`config.mk`:
```
export PLATFORM = sky130hd
export DESIGN_NAME = process_entry_queue_manager_unit
export DESIGN_NICKNAME = d
export VERILOG_FILES = /design/src/hdl/peqm_pkg.sv /design/src/hdl/peqm_ram.sv /design/src/hdl/peqm_ctrl.sv /design/src/hdl/peqm_dpath.sv /design/src/hdl/process_entry_queue_manager_unit.sv
export SDC_FILE = /design/constraint.sdc
export NUM_CORES = 2
export LEC_CHECK = 0
export BUFFER_PORTS_ARGS = -buffer_cell sky130_fd_sc_hd__buf_4
export CAP_MARGIN = 25
export CELL_PAD_IN_SITES_DETAIL_PLACEMENT = 1
export CELL_PAD_IN_SITES_GLOBAL_PLACEMENT = 1
export CORE_MARGIN = 3
export CORE_UTILIZATION = 54
export CTS_CLUSTER_DIAMETER = 40
export CTS_CLUSTER_SIZE = 24
export DETAILED_ROUTE_END_ITERATION = 10
export PLACE_DENSITY = 0.82
export SLEW_MARGIN = 40
export SYNTH_ARGS = -nofsm -noshare
export SYNTH_HDL_FRONTEND = slang
export SYNTH_HIERARCHICAL = 1
export SYNTH_SLANG_ARGS = --single-unit
export TNS_END_PERCENT = 20
```
`constraint.sdc`:
```
create_clock -name clock -period 13.1 [get_ports clock]
set_input_delay 1.965 -clock clock [delete_from_list [all_inputs] [get_ports clock]]
set_output_delay 1.965 -clock clock [all_outputs]
set_load 0.1 [all_outputs]
```
`src/hdl/peqm_pkg.sv`:
```
// shared constants, types and functions of the entry queue manager
// no dependencies
package peqm_pkg;

   localparam int NUM_ENTRIES = 32;
   localparam int IDX_W       = $clog2(NUM_ENTRIES);
   localparam int LINK_W      = $clog2(NUM_ENTRIES + 1);
   localparam int CNT_W       = LINK_W;
   localparam int NUM_ARR     = 6;

   localparam int FUNC_W  = 4;
   localparam int TAIL_W  = 6;
   localparam int ENTRY_W = 5;
   localparam int RES_W   = 6;
   localparam int REQ_W   = 16;
   localparam int RSP_W   = 16;

   localparam logic [LINK_W-1:0] NONE = LINK_W'(NUM_ENTRIES);

   localparam logic [FUNC_W-1:0] FN_ALLOC   = 4'd0;
   localparam logic [FUNC_W-1:0] FN_FREE    = 4'd1;
   localparam logic [FUNC_W-1:0] FN_ENQ     = 4'd2;
   localparam logic [FUNC_W-1:0] FN_DEQ     = 4'd3;
   localparam logic [FUNC_W-1:0] FN_REMOVE  = 4'd4;
   localparam logic [FUNC_W-1:0] FN_PEEK    = 4'd5;
   localparam logic [FUNC_W-1:0] FN_ADD_CH  = 4'd6;
   localparam logic [FUNC_W-1:0] FN_REM_CH  = 4'd7;
   localparam logic [FUNC_W-1:0] FN_DETACH  = 4'd8;

   typedef enum logic [2:0] {
      ARR_NEXT   = 3'd0,
      ARR_PREV   = 3'd1,
      ARR_PARENT = 3'd2,
      ARR_FCHILD = 3'd3,
      ARR_NSIB   = 3'd4,
      ARR_PSIB   = 3'd5
   } arr_type;

   localparam logic [NUM_ARR-1:0] MASK_NEXT   = 6'b000001;
   localparam logic [NUM_ARR-1:0] MASK_PREV   = 6'b000010;
   localparam logic [NUM_ARR-1:0] MASK_PARENT = 6'b000100;
   localparam logic [NUM_ARR-1:0] MASK_FCHILD = 6'b001000;
   localparam logic [NUM_ARR-1:0] MASK_NSIB   = 6'b010000;
   localparam logic [NUM_ARR-1:0] MASK_PSIB   = 6'b100000;

   typedef enum logic [3:0] {
      SRC_NONE = 4'd0,
      SRC_TL   = 4'd1,
      SRC_FT   = 4'd2,
      SRC_P    = 4'd3,
      SRC_PAR  = 4'd4,
      SRC_A    = 4'd5,
      SRC_B    = 4'd6,
      SRC_C    = 4'd7,
      SRC_D    = 4'd8,
      SRC_RES  = 4'd9
   } src_type;

   typedef enum logic [2:0] {
      DST_NONE = 3'd0,
      DST_A    = 3'd1,
      DST_B    = 3'd2,
      DST_C    = 3'd3,
      DST_D    = 3'd4,
      DST_RES  = 3'd5,
      DST_TL   = 3'd6,
      DST_FT   = 3'd7
   } dst_type;

   typedef struct packed {
      logic               load;
      logic               done;
      logic               rd_en;
      arr_type            rd_arr;
      src_type            rd_addr;
      dst_type            rd_dst;
      logic [NUM_ARR-1:0] wr_mask;
      src_type            wr_addr;
      src_type            wr_data;
      logic               mv_en;
      dst_type            mv_dst;
      src_type            mv_src;
      logic               cnt_clr;
      logic               cnt_inc;
   } cmd_type;

   typedef struct packed {
      logic [FUNC_W-1:0] func;
      logic              p_ok;
      logic              par_ok;
      logic              tl_none;
      logic              ft_none;
      logic              a_none;
      logic              c_none;
      logic              a_eq_p;
      logic              a_eq_tl;
      logic              a_eq_ft;
      logic              b_eq_p;
      logic              d_eq_p;
      logic              p_eq_tl;
      logic              cnt_end;
      logic              rsp_busy;
   } status_type;

   // link value of an entry that was never written since reset
   function automatic logic [LINK_W-1:0] reset_link(arr_type arr, logic [IDX_W-1:0] idx);
      logic [LINK_W-1:0] val;
      case (arr)
         ARR_NEXT: begin
            val = (idx == IDX_W'(NUM_ENTRIES - 1)) ? '0 : LINK_W'(idx) + LINK_W'(1);
         end
         ARR_PREV: begin
            val = (idx == '0) ? LINK_W'(NUM_ENTRIES - 1) : LINK_W'(idx) - LINK_W'(1);
         end
         default: begin
            val = NONE;
         end
      endcase
      return val;
   endfunction

endpackage

```
`src/hdl/peqm_ram.sv`:
```
// generic single write, single read ram with registered read data
// no dependencies
module peqm_ram #(
   parameter int WIDTH = 8,
   parameter int DEPTH = 32
) (
   input  logic                     clock,
   input  logic                     wr_en,
   input  logic [$clog2(DEPTH)-1:0] wr_addr,
   input  logic [WIDTH-1:0]         wr_data,
   input  logic                     rd_en,
   input  logic [$clog2(DEPTH)-1:0] rd_addr,
   output logic [WIDTH-1:0]         rd_data
);

   logic [WIDTH-1:0] mem [DEPTH];
   logic [WIDTH-1:0] rd_data_ff;

   always_ff @(posedge clock) begin
      if (wr_en) begin
         mem[wr_addr] <= wr_data;
      end
      if (rd_en) begin
         rd_data_ff <= mem[rd_addr];
      end
   end

   assign rd_data = rd_data_ff;

endmodule

```
`src/hdl/peqm_ctrl.sv`:
```
// sequencer of the entry queue manager: one step of a request per state
// depends on peqm_pkg
module peqm_ctrl import peqm_pkg::*; (
   input  logic       clock,
   input  logic       reset,
   input  logic       req_tvalid,
   output logic       req_tready,
   input  status_type status,
   output cmd_type    cmd
);

   localparam int ST_W = 51;

   typedef enum logic [ST_W-1:0] {
      ST_IDLE = (ST_W'(1) << 0),
      ST_DEC  = (ST_W'(1) << 1),
      ST_TH0  = (ST_W'(1) << 2),
      ST_TH1  = (ST_W'(1) << 3),
      ST_TH2  = (ST_W'(1) << 4),
      ST_TH3  = (ST_W'(1) << 5),
      ST_TH4  = (ST_W'(1) << 6),
      ST_TH5  = (ST_W'(1) << 7),
      ST_TH6  = (ST_W'(1) << 8),
      ST_CLR  = (ST_W'(1) << 9),
      ST_AP0  = (ST_W'(1) << 10),
      ST_AP1  = (ST_W'(1) << 11),
      ST_AP2  = (ST_W'(1) << 12),
      ST_AP3  = (ST_W'(1) << 13),
      ST_AP4  = (ST_W'(1) << 14),
      ST_AP5  = (ST_W'(1) << 15),
      ST_RN0  = (ST_W'(1) << 16),
      ST_RN1  = (ST_W'(1) << 17),
      ST_RN2  = (ST_W'(1) << 18),
      ST_RN3  = (ST_W'(1) << 19),
      ST_RN4  = (ST_W'(1) << 20),
      ST_RN5  = (ST_W'(1) << 21),
      ST_RN6  = (ST_W'(1) << 22),
      ST_RN7  = (ST_W'(1) << 23),
      ST_PK0  = (ST_W'(1) << 24),
      ST_PK1  = (ST_W'(1) << 25),
      ST_AC0  = (ST_W'(1) << 26),
      ST_AC1  = (ST_W'(1) << 27),
      ST_AC2  = (ST_W'(1) << 28),
      ST_AC3  = (ST_W'(1) << 29),
      ST_AC4  = (ST_W'(1) << 30),
      ST_AC5  = (ST_W'(1) << 31),
      ST_AC6  = (ST_W'(1) << 32),
      ST_RC0  = (ST_W'(1) << 33),
      ST_RC1  = (ST_W'(1) << 34),
      ST_RC2  = (ST_W'(1) << 35),
      ST_RC3  = (ST_W'(1) << 36),
      ST_RC4  = (ST_W'(1) << 37),
      ST_RC5  = (ST_W'(1) << 38),
      ST_RC6  = (ST_W'(1) << 39),
      ST_DC0  = (ST_W'(1) << 40),
      ST_DC1  = (ST_W'(1) << 41),
      ST_DC2  = (ST_W'(1) << 42),
      ST_DC3  = (ST_W'(1) << 43),
      ST_DC4  = (ST_W'(1) << 44),
      ST_DC5  = (ST_W'(1) << 45),
      ST_DC6  = (ST_W'(1) << 46),
      ST_DC7  = (ST_W'(1) << 47),
      ST_DC8  = (ST_W'(1) << 48),
      ST_DC9  = (ST_W'(1) << 49),
      ST_FIN  = (ST_W'(1) << 50)
   } state_type;

   state_type state_ff, state_in;
   logic      qsel_ff, qsel_in;    // 1: free list, 0: caller queue

   src_type q_src;
   dst_type q_dst;
   logic    q_none;
   logic    a_eq_q;

   assign q_src  = qsel_ff ? SRC_FT : SRC_TL;
   assign q_dst  = qsel_ff ? DST_FT : DST_TL;
   assign q_none = qsel_ff ? status.ft_none : status.tl_none;
   assign a_eq_q = qsel_ff ? status.a_eq_ft : status.a_eq_tl;

   assign req_tready = (state_ff == ST_IDLE);

   always_comb begin
      state_in = state_ff;
      qsel_in  = qsel_ff;
      cmd      = '0;
      case (state_ff)
         ST_IDLE: begin
            if (req_tvalid) begin
               cmd.load = 1'b1;
               state_in = ST_DEC;
            end
         end
         ST_DEC: begin
            case (status.func)
               FN_ALLOC: begin
                  qsel_in  = 1'b1;
                  state_in = ST_TH0;
               end
               FN_FREE: begin
                  qsel_in  = 1'b1;
                  state_in = ST_AP0;
               end
               FN_ENQ: begin
                  qsel_in  = 1'b0;
                  state_in = ST_AP0;
               end
               FN_DEQ: begin
                  qsel_in  = 1'b0;
                  state_in = ST_TH0;
               end
               FN_REMOVE: state_in = ST_RN0;
               FN_PEEK:   state_in = ST_PK0;
               FN_ADD_CH: state_in = ST_AC0;
               FN_REM_CH: state_in = ST_RC0;
               FN_DETACH: state_in = ST_DC0;
               default:   state_in = ST_FIN;
            endcase
         end
         // take the head of a queue
         ST_TH0: begin
            if (q_none) begin
               state_in = ST_FIN;
            end else begin
               cmd.rd_en   = 1'b1;
               cmd.rd_arr  = ARR_NEXT;
               cmd.rd_addr = q_src;
               cmd.rd_dst  = DST_A;
               state_in    = ST_TH1;
            end
         end
         ST_TH1: state_in = ST_TH2;
         ST_TH2: begin
            cmd.rd_en   = 1'b1;
            cmd.rd_arr  = ARR_NEXT;
            cmd.rd_addr = SRC_A;
            cmd.rd_dst  = DST_B;
            state_in    = ST_TH3;
         end
         ST_TH3: state_in = ST_TH4;
         ST_TH4: begin
            cmd.wr_mask = MASK_NEXT;
            cmd.wr_addr = q_src;
            cmd.wr_data = SRC_B;
            state_in    = ST_TH5;
         end
         ST_TH5: begin
            cmd.wr_mask = MASK_PREV;
            cmd.wr_addr = SRC_B;
            cmd.wr_data = q_src;
            if (a_eq_q) begin
               cmd.mv_en  = 1'b1;
               cmd.mv_dst = q_dst;
               cmd.mv_src = SRC_NONE;
            end
            state_in = ST_TH6;
         end
         ST_TH6: begin
            cmd.mv_en  = 1'b1;
            cmd.mv_dst = DST_RES;
            cmd.mv_src = SRC_A;
            state_in   = (status.func == FN_ALLOC) ? ST_CLR : ST_FIN;
         end
         ST_CLR: begin
            cmd.wr_mask = '1;
            cmd.wr_addr = SRC_RES;
            cmd.wr_data = SRC_NONE;
            state_in    = ST_FIN;
         end
         // append an entry to a queue
         ST_AP0: begin
            if (!status.p_ok) begin
               state_in = ST_FIN;
            end else if (q_none) begin
               cmd.wr_mask = MASK_NEXT | MASK_PREV;
               cmd.wr_addr = SRC_P;
               cmd.wr_data = SRC_P;
               cmd.mv_en   = 1'b1;
               cmd.mv_dst  = q_dst;
               cmd.mv_src  = SRC_P;
               state_in    = ST_FIN;
            end else begin
               cmd.rd_en   = 1'b1;
               cmd.rd_arr  = ARR_NEXT;
               cmd.rd_addr = q_src;
               cmd.rd_dst  = DST_A;
               state_in    = ST_AP1;
            end
         end
         ST_AP1: state_in = ST_AP2;
         ST_AP2: begin
            cmd.wr_mask = MASK_NEXT;
            cmd.wr_addr = SRC_P;
            cmd.wr_data = SRC_A;
            state_in    = ST_AP3;
         end
         ST_AP3: begin
            cmd.wr_mask = MASK_NEXT;
            cmd.wr_addr = q_src;
            cmd.wr_data = SRC_P;
            state_in    = ST_AP4;
         end
         ST_AP4: begin
            cmd.wr_mask = MASK_PREV;
            cmd.wr_addr = SRC_P;
            cmd.wr_data = q_src;
            state_in    = ST_AP5;
         end
         ST_AP5: begin
            cmd.wr_mask = MASK_PREV;
            cmd.wr_addr = SRC_A;
            cmd.wr_data = SRC_P;
            cmd.mv_en   = 1'b1;
            cmd.mv_dst  = q_dst;
            cmd.mv_src  = SRC_P;
            state_in    = ST_FIN;
         end
         // walk the caller queue looking for the named entry
         ST_RN0: begin
            if (!status.p_ok || status.tl_none) begin
               state_in = ST_FIN;
            end else begin
               cmd.rd_en   = 1'b1;
               cmd.rd_arr  = ARR_NEXT;
               cmd.rd_addr = SRC_TL;
               cmd.rd_dst  = DST_A;
               cmd.cnt_clr = 1'b1;
               state_in    = ST_RN1;
            end
         end
         ST_RN1: state_in = ST_RN2;
         ST_RN2: begin
            if (status.cnt_end || status.a_none) begin
               state_in = ST_FIN;
            end else if (status.a_eq_p) begin
               cmd.rd_en   = 1'b1;
               cmd.rd_arr  = ARR_NEXT;
               cmd.rd_addr = SRC_P;
               cmd.rd_dst  = DST_B;
               state_in    = ST_RN3;
            end else if (status.a_eq_tl) begin
               state_in = ST_FIN;
            end else begin
               cmd.rd_en   = 1'b1;
               cmd.rd_arr  = ARR_NEXT;
               cmd.rd_addr = SRC_A;
               cmd.rd_dst  = DST_A;
               cmd.cnt_inc = 1'b1;
               state_in    = ST_RN1;
            end
         end
         ST_RN3: state_in = ST_RN4;
         ST_RN4: begin
            cmd.rd_en   = 1'b1;
            cmd.rd_arr  = ARR_PREV;
            cmd.rd_addr = SRC_P;
            cmd.rd_dst  = DST_C;
            state_in    = ST_RN5;
         end
         ST_RN5: state_in = ST_RN6;
         ST_RN6: begin
            if (status.p_eq_tl) begin
               cmd.mv_en  = 1'b1;
               cmd.mv_dst = DST_TL;
               cmd.mv_src = status.b_eq_p ? SRC_NONE : SRC_C;
            end
            if (!status.b_eq_p) begin
               cmd.wr_mask = MASK_PREV;
               cmd.wr_addr = SRC_B;
               cmd.wr_data = SRC_C;
            end
            state_in = ST_RN7;
         end
         ST_RN7: begin
            if (!status.b_eq_p) begin
               cmd.wr_mask = MASK_NEXT;
               cmd.wr_addr = SRC_C;
               cmd.wr_data = SRC_B;
            end
            cmd.mv_en  = 1'b1;
            cmd.mv_dst = DST_RES;
            cmd.mv_src = SRC_P;
            state_in   = ST_FIN;
         end
         ST_PK0: begin
            if (status.tl_none) begin
               state_in = ST_FIN;
            end else begin
               cmd.rd_en   = 1'b1;
               cmd.rd_arr  = ARR_NEXT;
               cmd.rd_addr = SRC_TL;
               cmd.rd_dst  = DST_RES;
               state_in    = ST_PK1;
            end
         end
         ST_PK1: state_in = ST_FIN;
         // add child in front of the parent's child list
         ST_AC0: begin
            if (!(status.p_ok && status.par_ok)) begin
               state_in = ST_FIN;
            end else begin
               cmd.rd_en   = 1'b1;
               cmd.rd_arr  = ARR_FCHILD;
               cmd.rd_addr = SRC_PAR;
               cmd.rd_dst  = DST_A;
               state_in    = ST_AC1;
            end
         end
         ST_AC1: state_in = ST_AC2;
         ST_AC2: begin
            cmd.wr_mask = MASK_NSIB;
            cmd.wr_addr = SRC_P;
            cmd.wr_data = SRC_A;
            state_in    = ST_AC3;
         end
         ST_AC3: begin
            cmd.wr_mask = MASK_PSIB;
            cmd.wr_addr = SRC_P;
            cmd.wr_data = SRC_NONE;
            state_in    = ST_AC4;
         end
         ST_AC4: begin
            cmd.wr_mask = MASK_PSIB;
            cmd.wr_addr = SRC_A;
            cmd.wr_data = SRC_P;
            state_in    = ST_AC5;
         end
         ST_AC5: begin
            cmd.wr_mask = MASK_FCHILD;
            cmd.wr_addr = SRC_PAR;
            cmd.wr_data = SRC_P;
            state_in    = ST_AC6;
         end
         ST_AC6: begin
            cmd.wr_mask = MASK_PARENT;
            cmd.wr_addr = SRC_P;
            cmd.wr_data = SRC_PAR;
            state_in    = ST_FIN;
         end
         // remove first child
         ST_RC0: begin
            if (!status.par_ok) begin
               state_in = ST_FIN;
            end else begin
               cmd.rd_en   = 1'b1;
               cmd.rd_arr  = ARR_FCHILD;
               cmd.rd_addr = SRC_PAR;
               cmd.rd_dst  = DST_C;
               state_in    = ST_RC1;
            end
         end
         ST_RC1: state_in = ST_RC2;
         ST_RC2: begin
            if (status.c_none) begin
               state_in = ST_FIN;
            end else begin
               cmd.rd_en   = 1'b1;
               cmd.rd_arr  = ARR_NSIB;
               cmd.rd_addr = SRC_C;
               cmd.rd_dst  = DST_B;
               state_in    = ST_RC3;
            end
         end
         ST_RC3: state_in = ST_RC4;
         ST_RC4: begin
            cmd.wr_mask = MASK_FCHILD;
            cmd.wr_addr = SRC_PAR;
            cmd.wr_data = SRC_B;
            state_in    = ST_RC5;
         end
         ST_RC5: begin
            cmd.wr_mask = MASK_PSIB;
            cmd.wr_addr = SRC_B;
            cmd.wr_data = SRC_NONE;
            state_in    = ST_RC6;
         end
         ST_RC6: begin
            cmd.wr_mask = MASK_PARENT | MASK_NSIB | MASK_PSIB;
            cmd.wr_addr = SRC_C;
            cmd.wr_data = SRC_NONE;
            cmd.mv_en   = 1'b1;
            cmd.mv_dst  = DST_RES;
            cmd.mv_src  = SRC_C;
            state_in    = ST_FIN;
         end
         // detach a child from its parent
         ST_DC0: begin
            if (!status.p_ok) begin
               state_in = ST_FIN;
            end else begin
               cmd.rd_en   = 1'b1;
               cmd.rd_arr  = ARR_PARENT;
               cmd.rd_addr = SRC_P;
               cmd.rd_dst  = DST_A;
               state_in    = ST_DC1;
            end
         end
         ST_DC1: state_in = ST_DC2;
         ST_DC2: begin
            if (status.a_none) begin
               state_in = ST_FIN;
            end else begin
               cmd.rd_en   = 1'b1;
               cmd.rd_arr  = ARR_PSIB;
               cmd.rd_addr = SRC_P;
               cmd.rd_dst  = DST_B;
               state_in    = ST_DC3;
            end
         end
         ST_DC3: state_in = ST_DC4;
         ST_DC4: begin
            cmd.rd_en   = 1'b1;
            cmd.rd_arr  = ARR_NSIB;
            cmd.rd_addr = SRC_P;
            cmd.rd_dst  = DST_C;
            state_in    = ST_DC5;
         end
         ST_DC5: state_in = ST_DC6;
         ST_DC6: begin
            cmd.wr_mask = MASK_NSIB;
            cmd.wr_addr = SRC_B;
            cmd.wr_data = SRC_C;
            cmd.rd_en   = 1'b1;
            cmd.rd_arr  = ARR_FCHILD;
            cmd.rd_addr = SRC_A;
            cmd.rd_dst  = DST_D;
            state_in    = ST_DC7;
         end
         ST_DC7: begin
            cmd.wr_mask = MASK_PSIB;
            cmd.wr_addr = SRC_C;
            cmd.wr_data = SRC_B;
            state_in    = ST_DC8;
         end
         ST_DC8: begin
            if (status.d_eq_p) begin
               cmd.wr_mask = MASK_FCHILD;
               cmd.wr_addr = SRC_A;
               cmd.wr_data = SRC_C;
            end
            state_in = ST_DC9;
         end
         ST_DC9: begin
            cmd.wr_mask = MASK_PARENT | MASK_NSIB | MASK_PSIB;
            cmd.wr_addr = SRC_P;
            cmd.wr_data = SRC_NONE;
            cmd.mv_en   = 1'b1;
            cmd.mv_dst  = DST_RES;
            cmd.mv_src  = SRC_P;
            state_in    = ST_FIN;
         end
         ST_FIN: begin
            if (!status.rsp_busy) begin
               cmd.done = 1'b1;
               state_in = ST_IDLE;
            end
         end
         default: state_in = ST_IDLE;
      endcase
   end

   always_ff @(posedge clock) begin
      if (reset) begin
         state_ff <= ST_IDLE;
         qsel_ff  <= 1'b0;
      end else begin
         state_ff <= state_in;
         qsel_ff  <= qsel_in;
      end
   end

endmodule

```
`src/hdl/peqm_dpath.sv`:
```
// datapath of the entry queue manager: link memories, working registers,
// result register; depends on peqm_pkg and peqm_ram
module peqm_dpath import peqm_pkg::*; (
   input  logic              clock,
   input  logic              reset,
   input  logic [FUNC_W-1:0] req_tuser,
   input  logic [REQ_W-1:0]  req_tdata,
   output logic              rsp_tvalid,
   input  logic              rsp_tready,
   output logic [RSP_W-1:0]  rsp_tdata,
   input  cmd_type           cmd,
   output status_type        status
);

   logic [FUNC_W-1:0] func_ff, func_in;
   logic [LINK_W-1:0] tl_ff, tl_in;
   logic [LINK_W-1:0] ft_ff, ft_in;
   logic [LINK_W-1:0] p_ff, p_in;
   logic [LINK_W-1:0] par_ff, par_in;
   logic [LINK_W-1:0] res_ff, res_in;
   logic [LINK_W-1:0] a_ff, a_in;
   logic [LINK_W-1:0] b_ff, b_in;
   logic [LINK_W-1:0] c_ff, c_in;
   logic [LINK_W-1:0] d_ff, d_in;
   logic [CNT_W-1:0]  cnt_ff, cnt_in;

   logic              rd_pend_ff;
   arr_type           rd_arr_ff;
   dst_type           rd_dst_ff;
   logic              rd_ok_ff;
   logic              rd_vld_ff;
   logic [IDX_W-1:0]  rd_idx_ff;

   logic [NUM_ARR-1:0][NUM_ENTRIES-1:0] valid_ff;

   logic [RES_W-1:0]  out_res_ff;
   logic [TAIL_W-1:0] out_tail_ff;
   logic              out_found_ff;
   logic              rsp_valid_ff;

   logic [LINK_W-1:0] rd_addr_val, wr_addr_val, wr_data_val, mv_val, rdata;
   logic              rd_inrange, wr_inrange;
   logic [LINK_W-1:0] ram_q [NUM_ARR];
   logic [LINK_W-1:0] tail_raw;

   function automatic logic [LINK_W-1:0] pick(src_type s);
      logic [LINK_W-1:0] v;
      case (s)
         SRC_TL:  v = tl_ff;
         SRC_FT:  v = ft_ff;
         SRC_P:   v = p_ff;
         SRC_PAR: v = par_ff;
         SRC_A:   v = a_ff;
         SRC_B:   v = b_ff;
         SRC_C:   v = c_ff;
         SRC_D:   v = d_ff;
         SRC_RES: v = res_ff;
         default: v = NONE;
      endcase
      return v;
   endfunction

   always_comb begin
      rd_addr_val = pick(cmd.rd_addr);
      wr_addr_val = pick(cmd.wr_addr);
      wr_data_val = pick(cmd.wr_data);
      mv_val      = pick(cmd.mv_src);
   end

   assign rd_inrange  = rd_addr_val < LINK_W'(NUM_ENTRIES);
   assign wr_inrange  = wr_addr_val < LINK_W'(NUM_ENTRIES);

   for (genvar k = 0; k < NUM_ARR; k++) begin : g_arr
      peqm_ram #(
         .WIDTH (LINK_W),
         .DEPTH (NUM_ENTRIES)
      ) u_ram (
         .clock   (clock),
         .wr_en   (cmd.wr_mask[k] && wr_inrange),
         .wr_addr (wr_addr_val[IDX_W-1:0]),
         .wr_data (wr_data_val),
         .rd_en   (cmd.rd_en && (cmd.rd_arr == arr_type'(k))),
         .rd_addr (rd_addr_val[IDX_W-1:0]),
         .rd_data (ram_q[k])
      );
   end

   // out of range reads give none, never written entries give the reset ring
   always_comb begin
      if (!rd_ok_ff) begin
         rdata = NONE;
      end else if (rd_vld_ff) begin
         rdata = ram_q[rd_arr_ff];
      end else begin
         rdata = reset_link(rd_arr_ff, rd_idx_ff);
      end
   end

   assign tail_raw = LINK_W'(req_tdata[TAIL_W-1:0]);

   always_comb begin
      func_in = func_ff;
      tl_in   = tl_ff;
      ft_in   = ft_ff;
      p_in    = p_ff;
      par_in  = par_ff;
      res_in  = res_ff;
      a_in    = a_ff;
      b_in    = b_ff;
      c_in    = c_ff;
      d_in    = d_ff;
      if (rd_pend_ff) begin
         case (rd_dst_ff)
            DST_A:   a_in   = rdata;
            DST_B:   b_in   = rdata;
            DST_C:   c_in   = rdata;
            DST_D:   d_in   = rdata;
            DST_RES: res_in = rdata;
            DST_TL:  tl_in  = rdata;
            DST_FT:  ft_in  = rdata;
            default: ;
         endcase
      end
      if (cmd.mv_en) begin
         case (cmd.mv_dst)
            DST_A:   a_in   = mv_val;
            DST_B:   b_in   = mv_val;
            DST_C:   c_in   = mv_val;
            DST_D:   d_in   = mv_val;
            DST_RES: res_in = mv_val;
            DST_TL:  tl_in  = mv_val;
            DST_FT:  ft_in  = mv_val;
            default: ;
         endcase
      end
      if (cmd.load) begin
         func_in = req_tuser;
         tl_in   = (req_tdata[TAIL_W-1:0] >= TAIL_W'(NUM_ENTRIES)) ? NONE : tail_raw;
         p_in    = LINK_W'(req_tdata[TAIL_W +: ENTRY_W]);
         par_in  = LINK_W'(req_tdata[TAIL_W+ENTRY_W +: ENTRY_W]);
         res_in  = NONE;
      end
   end

   always_comb begin
      cnt_in = cnt_ff;
      if (cmd.cnt_clr) begin
         cnt_in = '0;
      end else if (cmd.cnt_inc) begin
         cnt_in = cnt_ff + CNT_W'(1);
      end
   end

   always_ff @(posedge clock) begin
      func_ff <= func_in;
      tl_ff   <= tl_in;
      p_ff    <= p_in;
      par_ff  <= par_in;
      res_ff  <= res_in;
      a_ff    <= a_in;
      b_ff    <= b_in;
      c_ff    <= c_in;
      d_ff    <= d_in;
      cnt_ff  <= cnt_in;
      rd_arr_ff <= cmd.rd_arr;
      rd_dst_ff <= cmd.rd_dst;
      rd_ok_ff  <= rd_inrange;
      rd_vld_ff <= valid_ff[cmd.rd_arr][rd_addr_val[IDX_W-1:0]];
      rd_idx_ff <= rd_addr_val[IDX_W-1:0];
      if (cmd.done) begin
         out_res_ff   <= RES_W'(res_ff);
         out_tail_ff  <= TAIL_W'(tl_ff);
         out_found_ff <= res_ff < LINK_W'(NUM_ENTRIES);
      end
   end

   always_ff @(posedge clock) begin
      if (reset) begin
         ft_ff        <= LINK_W'(NUM_ENTRIES - 1);
         valid_ff     <= '0;
         rd_pend_ff   <= 1'b0;
         rsp_valid_ff <= 1'b0;
      end else begin
         ft_ff      <= ft_in;
         rd_pend_ff <= cmd.rd_en;
         for (int k = 0; k < NUM_ARR; k++) begin
            if (cmd.wr_mask[k] && wr_inrange) begin
               valid_ff[k][wr_addr_val[IDX_W-1:0]] <= 1'b1;
            end
         end
         if (cmd.done) begin
            rsp_valid_ff <= 1'b1;
         end else if (rsp_tready) begin
            rsp_valid_ff <= 1'b0;
         end
      end
   end

   assign rsp_tvalid = rsp_valid_ff;
   assign rsp_tdata  = {3'b000, out_found_ff, out_tail_ff, out_res_ff};

   assign status.func     = func_ff;
   assign status.p_ok     = p_ff < LINK_W'(NUM_ENTRIES);
   assign status.par_ok   = par_ff < LINK_W'(NUM_ENTRIES);
   assign status.tl_none  = tl_ff == NONE;
   assign status.ft_none  = ft_ff == NONE;
   assign status.a_none   = a_ff == NONE;
   assign status.c_none   = c_ff == NONE;
   assign status.a_eq_p   = a_ff == p_ff;
   assign status.a_eq_tl  = a_ff == tl_ff;
   assign status.a_eq_ft  = a_ff == ft_ff;
   assign status.b_eq_p   = b_ff == p_ff;
   assign status.d_eq_p   = d_ff == p_ff;
   assign status.p_eq_tl  = p_ff == tl_ff;
   assign status.cnt_end  = cnt_ff == CNT_W'(NUM_ENTRIES);
   assign status.rsp_busy = rsp_valid_ff && !rsp_tready;

endmodule

```
`src/hdl/process_entry_queue_manager_unit.sv`:
```
// Entry queue manager: a pool of entries with circular queue links, a free
// list and parent/child/sibling links, one request per item.
// Request channel req_*: req_tuser holds the request code, req_tdata the
// caller's queue tail, the entry and the parent entry. Result channel
// rsp_*: one item per request with the returned entry, the new tail and
// a found flag. Every request gives exactly one result.
// Items are served one at a time by a sequencer over six link memories,
// each access a read plus a wait for the registered read data.
// Remove named walks the caller queue link by link. req_tready is high
// only between requests.
// A finished result waits in an output register; the next request is taken
// meanwhile, and its result is held back while rsp_tready stays low.
// Reset puts every entry on the free list in index order at once (unwritten
// entries read their reset links through per entry valid bits), clears the
// output valid flag and leaves the block ready.
// depends on peqm_pkg, peqm_ctrl, peqm_dpath
module process_entry_queue_manager_unit import peqm_pkg::*; (
   input  logic              clock,
   input  logic              reset,
   input  logic              req_tvalid,
   output logic              req_tready,
   input  logic [FUNC_W-1:0] req_tuser,  // func
   input  logic [REQ_W-1:0]  req_tdata,  // tail_in[5:0], entry[10:6], parent_entry[15:11]
   output logic              rsp_tvalid,
   input  logic              rsp_tready,
   output logic [RSP_W-1:0]  rsp_tdata   // result_entry[5:0], tail_out[11:6], found[12]
);

   cmd_type    cmd;
   status_type status;

   peqm_ctrl u_ctrl (
      .clock      (clock),
      .reset      (reset),
      .req_tvalid (req_tvalid),
      .req_tready (req_tready),
      .status     (status),
      .cmd        (cmd)
   );

   peqm_dpath u_dpath (
      .clock      (clock),
      .reset      (reset),
      .req_tuser  (req_tuser),
      .req_tdata  (req_tdata),
      .rsp_tvalid (rsp_tvalid),
      .rsp_tready (rsp_tready),
      .rsp_tdata  (rsp_tdata),
      .cmd        (cmd),
      .status     (status)
   );

endmodule

```
### Yosys cells after proc, flatten, opt, wreduce, memory -nomap -nowiden

Memory sizes are Yosys's and may differ from the RTL's. A register that Yosys moved wholly into a read port is not among the register bits.
Index checks and enable logic that the tools add are counted.

| word-level totals | value |
|---|---|
| flip-flop bits (word level) | 334 |
| RAM bits | 1152 |
| input port bits | 24 |
| output and inout bits | 18 |
| memories kept | 6 |

Memory list:

| memory | depth | width | rd ports | clocked after Yosys merged registers in | write ports | line | RTL |
|---|---|---|---|---|---|---|---|
| u_dpath.g_arr[0].u_ram.mem | 32 | 6 | 1 | 1 | 1 | peqm_ram.sv:16 | `logic [WIDTH-1:0] mem [DEPTH];` |
| u_dpath.g_arr[1].u_ram.mem | 32 | 6 | 1 | 1 | 1 | peqm_ram.sv:16 |  |
| u_dpath.g_arr[2].u_ram.mem | 32 | 6 | 1 | 1 | 1 | peqm_ram.sv:16 |  |
| u_dpath.g_arr[3].u_ram.mem | 32 | 6 | 1 | 1 | 1 | peqm_ram.sv:16 |  |
| u_dpath.g_arr[4].u_ram.mem | 32 | 6 | 1 | 1 | 1 | peqm_ram.sv:16 |  |
| u_dpath.g_arr[5].u_ram.mem | 32 | 6 | 1 | 1 | 1 | peqm_ram.sv:16 |  |

| operators by class | value |
|---|---|
| add/sub/neg operators | 3 |
| order comparisons | 11 |
| eq/ne operators | 129 |
| muxes and demuxes | 117 |
| bitwise logic cells | 7 |
| reduce and logical (&&, ||, !) cells | 33 |

Operators with widths:

| operator | number |
|---|---|
| 51-bit one-hot mux with 45 select lines | 1 |
| 51-bit two-way mux | 16 |
| 51-bit one-hot mux with 7 select lines | 1 |
| 14-bit one-hot mux with 22 select lines | 1 |
| 6-bit two-way mux | 36 |
| 6-bit one-hot mux with 9 select lines | 4 |
| 32-bit bitwise OR | 6 |
| 11-bit one-hot mux with 14 select lines | 1 |
| 11-bit two-way mux | 11 |
| 32-bit binary-select mux with 3-bit select | 1 |
| 4-bit by 3-bit == test with 1-bit output, second input constant | 20 |
| 8-bit one-hot mux with 7 select lines | 1 |
| 51-bit by 1-bit == test with 1-bit output, second input constant | 1 |
| 51-bit by 10-bit == test with 1-bit output, second input constant | 1 |
| 51-bit by 11-bit == test with 1-bit output, second input constant | 1 |
| 51-bit by 12-bit == test with 1-bit output, second input constant | 1 |
| 51-bit by 13-bit == test with 1-bit output, second input constant | 1 |
| 51-bit by 14-bit == test with 1-bit output, second input constant | 1 |
| 51-bit by 15-bit == test with 1-bit output, second input constant | 1 |
| 51-bit by 16-bit == test with 1-bit output, second input constant | 1 |
| 51-bit by 17-bit == test with 1-bit output, second input constant | 1 |
| 51-bit by 18-bit == test with 1-bit output, second input constant | 1 |
| 51-bit by 19-bit == test with 1-bit output, second input constant | 1 |
| 51-bit by 2-bit == test with 1-bit output, second input constant | 1 |
| 86 further kinds | 189 |

### Depth between registers and ports, before layout

| logic depth | value |
|---|---|
| depth in word-level cells | 12 |
| gate-level depth with buffers | 22 |

### Modules after synthesis

The synthesis kept the hierarchy.

Modules (own cells, without submodules):

| module | times used | cells each | area an instance (µm²) | sequential area each (µm²) |
|---|---|---|---|---|
| peqm_ram | 6 | 323 | 7649.8 | 5945.7 |
| peqm_dpath | 1 | 1637 | 14417.6 | 5915.7 |
| peqm_ctrl | 1 | 479 | 3758.6 | 1041.0 |

### Least setup slack after synthesis

Ideal clock, no wire load.

| timing | value |
|---|---|
| path kind | reg2reg |
| start | reg u_dpath.tl_ff[0] |
| end | mem u_dpath/g_arr[0].u_ram/mem[0][4] in the netlist's numbering, data pin |
| library setup time | 1.241 ns |
| data arrival time | 8.386 ns |
| path slack | 3.473 ns |
| stages on the path, launching flop included | 13 |
| buffers on the path | 3 |
| cell sequence | dfxtp_1 clkbuf_1 or4_1 nor3_1 mux2i_1 nor3_1 or2_2 and4b_1 nand2_1 buf_1 clkbuf_1 a31oi_1 o22ai_1 |

RTL lines:

| item | line | RTL |
|---|---|---|
| start, declared | peqm_dpath.sv:16 | `logic [LINK_W-1:0] tl_ff, tl_in;` |
| start signal, assigned | peqm_dpath.sv:156 | `tl_ff <= tl_in;` |
| end, declared | peqm_ram.sv:16 |  |

==> impl_metrics.csv <==
group,metric,value,unit
setup_path,regToRegEndpoint,"u_dpath/g_arr[5].u_ram/rd_data[4]",
timing,setup_viol,0,
die,core.rowCount,125,
power_and_ir_drop,p_int,8.201,mW
logic_synthesis,syn_inst,4054,
setup_path,r2r_start,"u_ctrl/state_ff[21]",
grt,grt_pass1_wl,277400,um
logic_synthesis,synth-seq-area-share,0.6653,
logic_synthesis,avgSynthCellArea,15.81,um^2
grt,met1_usage,0.4106,
grt,grt-ovfl-total,0,
clock_network,hold_buffers,0,
grt,grt_busiest_layer,"met2",
clock_network,cts_buffers,171,
setup_path,cp.required,13.65,ns
power_and_ir_drop,combPwrFrac,0.028,
final_layout,fin_nets,4104,
final_layout,final_core_util,0.6174,
die,initial_core_util,0.5477,
clock_network,htreeDepth,4,
drt,ant_nets,0,
power_and_ir_drop,p_leak,21.51,nW
drt,wl_per_cell,32.21,um
logic_synthesis,synth-seq-cells,1522,
drt,drtIter0Drc,5135,
logic_synthesis,synth_edf_count,1215,
timing,slew_violations,0,
clock_network,clk_pin_slew,0.06,ns
logic_synthesis,ys.flop_type,"edfxtp_1",
logic_synthesis,yosys-top-cells-area,"edfxtp_1 (57%), mux4_2 (14%), dfxtp_1 (9.6%), nor2_1 (3.1%), a21oi_1 (1.9%)",
clock_network,clk_path_buf_depth,3,
placement,dp_hpwl,108400,um
placement,place_ws,4.615,ns
grt,met3_usage,0.05510,
grt,grt_pass1_vias,40540,
placement,port_buffers,38,
logic_synthesis,synthTopCellsByCount,"edfxtp_1 (1215), nor2_1 (527), mux4_2 (408)",
logic_synthesis,synth_most_common_cell,"edfxtp_1",
power_and_ir_drop,pwr-share-seq,0.492,
die,io_pins,42,
timing,fmax,119.7,MHz
logic_synthesis,synth_mux_area_frac,0.1674,
setup_path,crit_end,"u_dpath/g_arr[5].u_ram/rd_data[4]",
logic_synthesis,yosysTopAreaCellShare,0.5694,
grt,grt_max_degree,193,
die,dieArea,122800,um^2
die,chipWidth,350.5,um
logic_synthesis,synth_xor_area_frac,0.006698,
logic_synthesis,synthAdderAreaFrac,0.0009764,
logic_synthesis,yosys.area_share.simple,0.09242,
timing,clock_skew,0.03950,ns
die,core_area,117000,um^2
timing,layout_worst_path_cycle_share,0.6376,
timing,tightest_slew,0.8953,ns
setup_path,r2r_cells,17,
setup_path,arrival,8.90,ns
power_and_ir_drop,power.share.switching,0.2290,
setup_path,startpoint,"u_ctrl/state_ff[21]",
clock_network,cts_resized,0,
setup_path,end_kind,"flip-flop",
drt,drtPass1Iterations,5,
clock_network,cts_tree,"built",
grt,grt_use_total,0.3062,
power_and_ir_drop,power_density,147.3,nW/um^2
timing,finalSetupTns,0,ns
die,die_h,350.5,um
clock_network,cts_setup_buffers,0,
job,max_cap_viol_count,0,
setup_path,cp_max_fo,124,
setup_path,cp-start-kind,"flip-flop",
logic_synthesis,synth_top_family_by_area,"multiplexers",
logic_synthesis,yosysWarnings,6,
timing,finalHoldViolCount,0,
power_and_ir_drop,p_sw,2.436,mW
power_and_ir_drop,peakVddDrop,151.2,uV
logic_synthesis,synth_compound_area_frac,0.04556,
placement,place_congestion,0.9305,
power_and_ir_drop,clkPwrFrac,0.480,
logic_synthesis,netlist_area,64080,um^2
drt,routed_via_density,6.773,
drt,vias,38950,
logic_synthesis,async_flop_share,0,
clock_network,cts.sinks,1522,
status,status,"complete, no violations",
clock_network,insertion_delay,0.82,ns
drt,drc,0,
final_layout,fillers,10310,
logic_synthesis,yosysTopAreaCell,"edfxtp_1",
setup_path,criticalPathCategory,"reg2reg",
grt,use_met2,0.5018,
grt,antenna_found_initial,7,
timing,max_slew_margin,0.4010,
drt,routed_wl,185200,um
timing,setup_ws,4.748,ns
timing,rsz0062_at_grt,"no",
final_layout,area_growth_syn_to_layout,12.73,%
logic_synthesis,synth.distinct_cells,93,
setup_path,reg2reg_slack,4.75,ns
hold_path,min_path_type,"reg2reg",
final_layout,drive_above_1_share,0.2347,
timing,min_period,8.352,ns
clock_network,cts_root_buf,"clkbuf_16",
per-stage QoR:
step / power, mW / cell area (um^2) / hold slack, ns / std cells
floorplan: 5.521 / 64090 / 0.4064 / 4059
global placement: 5.614 / 65750 / 0.4416 / 5418
detailed placement: 5.625 / 65940 / 0.4494 / 5421
CTS: 10.69 / 72020 / 0.4638 / 5742
global route: 10.92 / 72230 / 0.4759 / 5751
finish: 10.64 / 72230 / 0.4645 / 5751
critical path: stages, from the launching register on:
cell and delay (ns):
dfxtp_1 0.36, nor4_2 0.70, nand4_2 0.61, nor2_1 0.82
nand4b_1 0.40, and3_1 0.33, nand2_1 0.08, or4_1 0.57
nor2b_1 0.34, a221o_1 0.25, o31ai_4 0.08, buf_4 0.26
clkinv_16 0.35, buf_4 0.66, buf_4 0.68, mux4_2 0.62
mux4_2 0.48, mux2_2 0.28
layout by cell type (no fill, tap or decap), types with 19 or more instances in the layout:
cell type	n
nand4b_1	29
inv_1	39
mux4_2	408
dfxtp_1	306
a211oi_1	21
o21ai_0	62
nand4_1	37
or3_1	20
nand3_1	55
nand2_1	121
nor2b_1	43
mux2_2	63
xnor2_1	33
edfxtp_1	1215
clkbuf_16	175
a21oi_1	246
nor2_1	522
nor3_1	46
inv_6	32
or3b_2	22
mux2i_1	83
buf_4	78
inv_8	19
nor4_1	29
nand3b_1	40
nor4b_1	20
flip-flops by register name, indices dropped and copies added (netlist names), 3 cells and up:
signal and cells:
u_dpath/out_res_ff 6, u_dpath/valid_ff 192, u_dpath/func_ff 4, u_dpath/par_ff 5, u_dpath/ft_ff 6, u_dpath/p_ff 5, u_dpath/tl_ff 6, u_dpath/g_arr.u_ram/rd_data 36
u_dpath/d_ff 6, u_dpath/out_tail_ff 6, u_dpath/a_ff 6, u_dpath/cnt_ff 6, u_dpath/rd_dst_ff 3, u_dpath/rd_idx_ff 5, u_dpath/b_ff 6, u_ctrl/state_ff 51
u_dpath/c_ff 6, u_dpath/rd_arr_ff 3, u_dpath/res_ff 6, u_dpath/g_arr.u_ram/mem 1152
final cells by class:
class	count	area, um^2	area share
clock inverters	138	1657	0.02294
clock buffers	183	4429	0.06132
repair buffers	100	958.4	0.01327
multi-input cells	2237	20440	0.2829
flip-flops and latches	1522	42630	0.5902
well taps	1524	1907	0.02640
diodes	4	10.01	0.0001386
inverters	43	200.2	0.002772
logic make-up (layout without fill, tap and decap cells):
kind of cell,count (synthesis),after routing
other cells,3,12
fa+ha+maj,5,5
mux,554,554
simple gates,1146,1146
flops,1522,1522
compound gates,475,475
xor+xnor,49,49
buf+inv,300,464
power groups by stage:
stage	Sequential, mW	Combinational, mW	Clock (mW)
after floorplan	5.32	0.200	0
after global placement	5.33	0.280	0
after detailed placement	5.33	0.291	0
after CTS	5.23	0.294	5.16
after global routing	5.23	0.319	5.38
final	5.23	0.303	5.10
metal layers:
| metal | wire length, um | part of all wire |
|---|---|---|
| met5 | 16 | 0.000086 |
| met4 | 7181 | 0.039 |
| met3 | 15810 | 0.085 |
| met2 | 91650 | 0.49 |
| met1 | 70580 | 0.38 |
worst min path at each step:
stage                             endpoint  cells past startpoint             startpoint
finish               u_dpath/valid_ff[189]                      2  u_dpath/valid_ff[189]
global route         u_dpath/valid_ff[189]                      2  u_dpath/valid_ff[189]
CTS                  u_dpath/valid_ff[189]                      2  u_dpath/valid_ff[189]
detailed placement   u_dpath/valid_ff[189]                      2  u_dpath/valid_ff[189]
global placement      u_dpath/valid_ff[86]                      2   u_dpath/valid_ff[86]
floorplan           u_dpath/out_tail_ff[0]                      0       u_dpath/tl_ff[0]
(Power assumes the default switching activity.)
